**config.mk**
```make
export PLATFORM = sky130hd
export DESIGN_NAME = button_click_long_press_detector_core
export DESIGN_NICKNAME = d
export VERILOG_FILES = /design/src/rtl/bclpd_pkg.sv /design/src/rtl/button_click_long_press_detector_core.sv
export SDC_FILE = /design/constraint.sdc
export NUM_CORES = 1
export LEC_CHECK = 0
export BUFFER_PORTS_ARGS = -buffer_cell sky130_fd_sc_hd__buf_4
export CORE_ASPECT_RATIO = 0.75
export CORE_UTILIZATION = 40
export DETAILED_ROUTE_END_ITERATION = 16
export GPL_ROUTABILITY_DRIVEN = 0
export PLACE_DENSITY = 0.62
export SYNTH_ARGS = -nofsm -noshare
export SYNTH_HDL_FRONTEND = slang
export SYNTH_SLANG_ARGS = --single-unit
```
**constraint.sdc**
```tcl
create_clock -name clk -period 7.6 [get_ports clk]
set_input_delay 0.38 -clock clk [delete_from_list [all_inputs] [get_ports clk]]
set_output_delay 0.38 -clock clk [all_outputs]
set_load 0.05 [all_outputs]
```
**src/rtl/bclpd_pkg.sv**
```systemverilog
// ----------------------------------------------------------------------------
// Button click / long-press detector package
// Shared widths, codes and register map for the detector core.
// ----------------------------------------------------------------------------
package bclpd_pkg;

    localparam int TimerWidth = 16;
    localparam int EventWidth = 2;
    localparam int AddrWidth  = 4;
    localparam int DataWidth  = 32;

    typedef logic [TimerWidth-1:0] timer_t;
    typedef logic [EventWidth-1:0] event_t;
    typedef logic [AddrWidth-1:0]  cfg_addr_t;
    typedef logic [DataWidth-1:0]  cfg_data_t;
    typedef logic [1:0]            reg_index_t;

    // event codes
    localparam event_t EV_NONE  = 2'd0;
    localparam event_t EV_CLICK = 2'd1;
    localparam event_t EV_LONG  = 2'd2;

    // item opcodes
    localparam logic OP_TICK = 1'b0;
    localparam logic OP_READ = 1'b1;

    // register indexes (byte address = 4 * index)
    localparam reg_index_t REG_DEBOUNCE   = 2'd0;
    localparam reg_index_t REG_LONG_PRESS = 2'd1;
    localparam reg_index_t REG_ACTIVE     = 2'd2;

    // reset values of the registers
    localparam timer_t DEBOUNCE_RESET   = 16'd20;
    localparam timer_t LONG_PRESS_RESET = 16'd1000;
    localparam logic   ACTIVE_RESET     = 1'b0;

    localparam timer_t TIMER_MAX = '1;

    function automatic timer_t sat_inc(input timer_t v);
        return (v == TIMER_MAX) ? v : timer_t'(v + timer_t'(1));
    endfunction

endpackage

```
**src/rtl/button_click_long_press_detector_core.sv**
```systemverilog
// ----------------------------------------------------------------------------
// Button click / long-press detector core
// Debounces a sampled button pin and reports click and long-press events.
// ----------------------------------------------------------------------------
// Usage:
//   Input channel (in_valid / in_stall, opcode, pin_level): each item is either
//   a tick (opcode 0) carrying the raw pin level, or a read (opcode 1) that
//   returns the latched event and clears it. Every item yields one result.
//   Output channel (out_valid / out_stall, event_code): 0 none, 1 click,
//   2 long press. For a tick, the latched event after the update; for a read,
//   the event before clearing.
//   Pipeline: an accepted item passes the input register, then the result
//   register, where out_valid rises. Throughput: one item per cycle while no
//   stall holds a result; the whole update is 16-bit increments, compares and
//   the state-machine step between the two registers.
//   Stall: while out_stall holds a result, the item waiting in the input
//   register stays put and in_stall rises; once the result is taken both
//   stages advance in the same cycle, so no bubble is inserted.
//   Reset (rst_n low, asynchronous): pipeline empties, state goes idle, no
//   event latched, both timers clear, registers return to debounce 20,
//   long press 1000, active level 0.
//   Configuration: APB at byte addresses 0, 4, 8; pready is always high.
//   Write registers only while no item is in flight.
// ----------------------------------------------------------------------------
module button_click_long_press_detector_core (
    input  logic                  clk,
    input  logic                  rst_n,
    input  logic                  in_valid,
    output logic                  in_stall,
    input  logic                  opcode,
    input  logic                  pin_level,
    output logic                  out_valid,
    input  logic                  out_stall,
    output bclpd_pkg::event_t     event_code,
    input  logic                  psel,
    input  logic                  penable,
    input  logic                  pwrite,
    input  bclpd_pkg::cfg_addr_t  paddr,
    input  bclpd_pkg::cfg_data_t  pwdata,
    output bclpd_pkg::cfg_data_t  prdata,
    output logic                  pready
);
    import bclpd_pkg::*;

    typedef enum logic [1:0] {
        ST_IDLE,
        ST_PRESS_CONFIRM,
        ST_HELD,
        ST_RELEASE_CONFIRM
    } state_t;

    // configuration
    timer_t debounce_reg, debounce_next;
    timer_t long_press_reg, long_press_next;
    logic   active_reg, active_next;

    // detector state
    state_t state_reg, state_next;
    event_t latched_reg, latched_next;
    timer_t tick_cnt_reg, tick_cnt_next;
    timer_t hold_reg, hold_next;

    // input register
    logic   in_vld_reg, in_vld_next;
    logic   in_op_reg, in_op_next;
    logic   in_pin_reg, in_pin_next;

    // result register
    logic   out_vld_reg, out_vld_next;
    event_t event_reg, event_next;

    logic       advance;
    logic       cfg_write;
    reg_index_t cfg_index;
    timer_t     tick_inc;
    timer_t     hold_inc;
    logic       sample;
    logic       pressed;
    logic       long_reached;

    assign pready    = 1'b1;
    assign cfg_index = paddr[AddrWidth-1:2];
    assign cfg_write = psel && penable && pwrite;

    // Advance the input item when the result register is free or being taken.
    assign advance  = in_vld_reg && (!out_vld_reg || !out_stall);
    assign in_stall = in_vld_reg && !advance;

    assign out_valid  = out_vld_reg;
    assign event_code = event_reg;

    always_comb
    begin
        case (cfg_index)
            REG_DEBOUNCE:   prdata = cfg_data_t'(debounce_reg);
            REG_LONG_PRESS: prdata = cfg_data_t'(long_press_reg);
            REG_ACTIVE:     prdata = cfg_data_t'(active_reg);
            default:        prdata = '0;
        endcase
    end

    // tick datapath
    assign hold_inc = (state_reg == ST_HELD || state_reg == ST_RELEASE_CONFIRM)
                      ? sat_inc(hold_reg) : hold_reg;
    assign tick_inc     = sat_inc(tick_cnt_reg);
    assign sample       = (tick_inc >= debounce_reg);
    assign pressed      = (in_pin_reg == active_reg);
    assign long_reached = (hold_inc >= long_press_reg);

    always_comb
    begin
        debounce_next   = debounce_reg;
        long_press_next = long_press_reg;
        active_next     = active_reg;
        state_next      = state_reg;
        latched_next    = latched_reg;
        tick_cnt_next   = tick_cnt_reg;
        hold_next       = hold_reg;
        in_vld_next     = in_vld_reg;
        in_op_next      = in_op_reg;
        in_pin_next     = in_pin_reg;
        out_vld_next    = out_vld_reg;
        event_next      = event_reg;

        if (cfg_write)
        begin
            case (cfg_index)
                REG_DEBOUNCE:   debounce_next   = pwdata[TimerWidth-1:0];
                REG_LONG_PRESS: long_press_next = pwdata[TimerWidth-1:0];
                REG_ACTIVE:     active_next     = pwdata[0];
                default:        ;
            endcase
        end

        // drop the result once taken; refill below if an item advances
        if (out_vld_reg && !out_stall)
            out_vld_next = 1'b0;

        if (advance)
        begin
            out_vld_next = 1'b1;
            in_vld_next  = 1'b0;
            if (in_op_reg == OP_READ)
            begin
                event_next   = latched_reg;
                latched_next = EV_NONE;
            end
            else
            begin
                hold_next     = hold_inc;
                tick_cnt_next = tick_inc;
                if (sample)
                begin
                    tick_cnt_next = '0;
                    case (state_reg)
                        ST_IDLE:
                        begin
                            if (pressed)
                                state_next = ST_PRESS_CONFIRM;
                        end
                        ST_PRESS_CONFIRM:
                        begin
                            if (pressed)
                            begin
                                state_next = ST_HELD;
                                hold_next  = '0;
                            end
                            else
                                state_next = ST_IDLE;
                        end
                        ST_HELD:
                        begin
                            if (!pressed)
                                state_next = ST_RELEASE_CONFIRM;
                            else if (long_reached)
                            begin
                                latched_next = EV_LONG;
                                state_next   = ST_RELEASE_CONFIRM;
                            end
                        end
                        default:
                        begin
                            // release confirm: no refire; bounce back to held
                            if (!pressed)
                            begin
                                if (!long_reached)
                                    latched_next = EV_CLICK;
                                state_next = ST_IDLE;
                            end
                            else if (!long_reached)
                                state_next = ST_HELD;
                        end
                    endcase
                end
                event_next = latched_next;
            end
        end

        // capture a new item into the input register
        if (in_valid && !in_stall)
        begin
            in_vld_next = 1'b1;
            in_op_next  = opcode;
            in_pin_next = pin_level;
        end
    end

    always_ff @(posedge clk or negedge rst_n)
    begin
        if (!rst_n)
        begin
            debounce_reg   <= DEBOUNCE_RESET;
            long_press_reg <= LONG_PRESS_RESET;
            active_reg     <= ACTIVE_RESET;
            state_reg      <= ST_IDLE;
            latched_reg    <= EV_NONE;
            tick_cnt_reg   <= '0;
            hold_reg       <= '0;
            in_vld_reg     <= 1'b0;
            in_op_reg      <= OP_TICK;
            in_pin_reg     <= 1'b0;
            out_vld_reg    <= 1'b0;
            event_reg      <= EV_NONE;
        end
        else
        begin
            debounce_reg   <= debounce_next;
            long_press_reg <= long_press_next;
            active_reg     <= active_next;
            state_reg      <= state_next;
            latched_reg    <= latched_next;
            tick_cnt_reg   <= tick_cnt_next;
            hold_reg       <= hold_next;
            in_vld_reg     <= in_vld_next;
            in_op_reg      <= in_op_next;
            in_pin_reg     <= in_pin_next;
            out_vld_reg    <= out_vld_next;
            event_reg      <= event_next;
        end
    end

endmodule

```
==> results.sh <==
export IMPL_run_status="complete, no violations"
export IMPL_cts_reportedPaths_clkPinSlew_ps=60
export IMPL_synthFlopType="dfrtp_1"
export IMPL_crit_fanout=16
export IMPL_syn_instance_count=554
export IMPL_clk_latency_ps=340
export IMPL_timing_rr_end="tick_cnt_reg[0]"
export IMPL_diodes=0
export IMPL_crit_path_start_kind="flop"
export IMPL_r2r_cells=13
export IMPL_nFillCells=1154
export IMPL_cap_viol_max_count=0
export IMPL_die_h_microns=99.45
export IMPL_peakVddDrop_mv=0.1397
export IMPL_grt_start_max_net_pins=76
export IMPL_die_w_microns=131.9
export IMPL_routedWlPerCell_microns=15.49
export IMPL_grt_usage=0.1890
export IMPL_fin_skew_ps=9.060
export IMPL_drc=0
export IMPL_dr_pass1_iters=5
export IMPL_crit_slowest_cell="dfrtp_1"
export IMPL_routed_wl_mm=11.80
export IMPL_holdBufCountCts=0
export IMPL_p_total_w=0.001373
export IMPL_pin_count=82
export IMPL_clockBufferDepth=2
export IMPL_drive_gt1_frac=0.1896
export IMPL_grt_pass1_wl_mm=19.62
export IMPL_cts_setup_buffers=0
export IMPL_rsz0062_at_grt="no"
export IMPL_fmax_mhz=227.3
export IMPL_r2r_start="tick_cnt_reg[3]"
export IMPL_area_growth_synth_to_final_pct=15.07
export IMPL_port_buffers=46
export IMPL_cts_repair_resized=0
export IMPL_antenna_left=0
export IMPL_required_ps=7830
export IMPL_critical_path_max_stage_delay_ps=510
export IMPL_htreeDepth=3
export IMPL_viasPerCell=5.297
export IMPL_drv_slew=0
export IMPL_core_sq_um=12310
export IMPL_cts_tree="built"
export IMPL_tightestPinTransition_ps=967.7
export IMPL_fin_tns_setup_ps=0
export IMPL_rows=35
export IMPL_p_per_area_nw_per_um2=235.5
export IMPL_r2r_slack_ps=3200
export IMPL_ys_ff_latch=75
export IMPL_maxSlewHeadroom=0.3548
export IMPL_synth_avg_cell_area_sq_um=9.142
export IMPL_synthArstFlopShare=1.000
export IMPL_multi_input_area_sq_um=2850
export IMPL_worstSetupEndpointType="flop"
export IMPL_p_leak_nw=2.752
export IMPL_fin_crit_ps=4400
export IMPL_hp_class="in -> async"
export IMPL_setup_viol=0
export IMPL_vias=4036
export IMPL_antenna_found_initial=0
export IMPL_ys_types=69
export IMPL_fin_util=0.4736
export IMPL_grt_pass1_vias=3978
export IMPL_start_util=0.4116
export IMPL_synth_area_sq_um=5065
export IMPL_clock_root_buffer="clkbuf_16"
export IMPL_nNetsFinal=674
export IMPL_period_share=0.5789
export IMPL_cts_sink_count=75
export IMPL_dieArea_sq_um=13120
export IMPL_hold_violations=0
export IMPL_numCtsBuffers=9
export IMPL_hpwlAfterDp_mm=8.617
export IMPL_seq_area_frac_synth=0.3725
export IMPL_yosys_warnings=0
export IMPL_synth_edf_count=0
export IMPL_crit_arrival_ps=4630
export IMPL_drt_iter0_drc=252
export IMPL_grt_overflow=0
export IMPL_worstSetupPathType="reg -> reg"
export IMPL_crit_path_cell_trace="and4_1, nand4_1, nor2_1, nor2_1, xor2_1, ha_1, a2111oi_0, o21ai_1, a221oi_2, o21ai_1, buf_4, or2_1, o31ai_1"
export IMPL_seqCellArea_sq_um=1887
-- Yosys cell counts (2+ instances only) --
cell type | number | share of area
dfrtp_1 | 67 | 0.33
nand2_1 | 56 | 0.042
nor2_1 | 44 | 0.033
inv_1 | 42 | 0.031
o21ai_0 | 39 | 0.039
ha_1 | 38 | 0.094
mux2_2 | 21 | 0.047
a21oi_1 | 19 | 0.019
mux2i_1 | 19 | 0.038
buf_4 | 18 | 0.027
xnor2_1 | 16 | 0.028
clkbuf_1 | 15 | 0.011
nand3_1 | 15 | 0.015
a31oi_1 | 14 | 0.017
nand4_1 | 12 | 0.015
a22o_1 | 8 | 0.014
dfstp_2 | 8 | 0.042
o31ai_1 | 8 | 0.012
and3_1 | 6 | 0.0074
nor3_1 | 6 | 0.0059
buf_2 | 5 | 0.0049
xor2_1 | 5 | 0.0086
a211oi_1 | 4 | 0.0059
and2_1 | 4 | 0.0049
nand2b_1 | 4 | 0.0049
a21o_1 | 3 | 0.0044
and4_1 | 3 | 0.0052
nor3b_1 | 3 | 0.0044
o211ai_1 | 3 | 0.0044
o21a_1 | 3 | 0.0044
o21ai_1 | 3 | 0.0030
a2111oi_0 | 2 | 0.0035
a211o_1 | 2 | 0.0035
a311oi_1 | 2 | 0.0035
conb_1 | 2 | 0.0015
nor2b_1 | 2 | 0.0025
-- worst max path at each step --
stage	slack, ps	startpoint	cells after the start	to
global placement	3370	hold_reg[0]	15	state_reg[0]
floorplan	3860	hold_reg[0]	15	state_reg[0]
finish	3200	tick_cnt_reg[3]	13	tick_cnt_reg[0]
global route	2740	tick_cnt_reg[3]	13	tick_cnt_reg[0]
CTS	3300	tick_cnt_reg[3]	13	tick_cnt_reg[3]
detailed placement	3320	tick_cnt_reg[3]	13	tick_cnt_reg[3]
-- cell usage in the layout, fill, tap and decap left out, types with 16 or more instances in the layout --
| cell | instances |
|---|---|
| nand2_1 | 56 |
| buf_4 | 51 |
| nor2_1 | 44 |
| dfrtp_1 | 67 |
| a21oi_1 | 19 |
| inv_1 | 42 |
| ha_1 | 38 |
| o21ai_0 | 39 |
| mux2_2 | 21 |
| xnor2_1 | 16 |
| mux2i_1 | 19 |
| conb_1 | 17 |
-- cell type report --
cell class / instances / share of cell area
Multi-Input combinational cell: 412 / 0.4891
Sequential cell: 75 / 0.3237
Timing Repair Buffer: 51 / 0.06569
Clock buffer: 11 / 0.04165
Tap cell: 166 / 0.03564
Inverter: 42 / 0.02705
Clock inverter: 5 / 0.01717
-- per-stage QoR --
step	hold slack [ps]	worst slack (ps)	area, sq um	instances
after floorplan	84.41	3856	5121	569
after global placement	473.1	3365	5485	746
after detailed placement	480.6	3322	5485	746
after CTS	237.6	3298	5828	762
after global routing	246.6	2735	5828	762
final	197.4	3200	5828	762
-- power by group --
| part | switching [W] | internal, W | total (W) |
|---|---|---|---|
| Clock | 0.000165 | 0.000329 | 0.000494 |
| Combinational | 0.000229 | 0.000132 | 0.000361 |
| Sequential | 0.0000548 | 0.000463 | 0.000518 |
| Total | 0.000449 | 0.000923 | 0.00137 |
-- layer usage --
| layer | share of wire | track usage | vias up |
|---|---|---|---|
| met2 | 0.47 | 0.3036 | 75 |
| met1 | 0.47 | 0.2523 | 1929 |
| met4 | 0.018 | 0.06798 | 0 |
| met5 | 0 | 0 | - |
| met3 | 0.042 | 0.04077 | 20 |
| li1 | - | - | 2012 |
-- kinds of logic after synthesis --
logic type / Yosys count / share of synthesized area
xor+xnor: 22 / 0.03953
simple gates: 166 / 0.1581
compound gates: 128 / 0.1712
other cells: 2 / 0.001483
buf+inv: 82 / 0.07683
mux: 41 / 0.08646
fa+ha+maj: 38 / 0.09387
flops: 75 / 0.3725
-- critical path: cells and delay by family, from the launching register on --
kind                     cells  cell delay (ps)
AO/OA/AOI/OAI                5             1470
XOR/XNOR                     1              210
adder cells (fa/ha/maj)      1              330
buffers and inverters        1              300
flip-flops                   1              510
AND/OR/NAND/NOR              5             1460
Note: power is estimated with default switching activity, not from simulation.
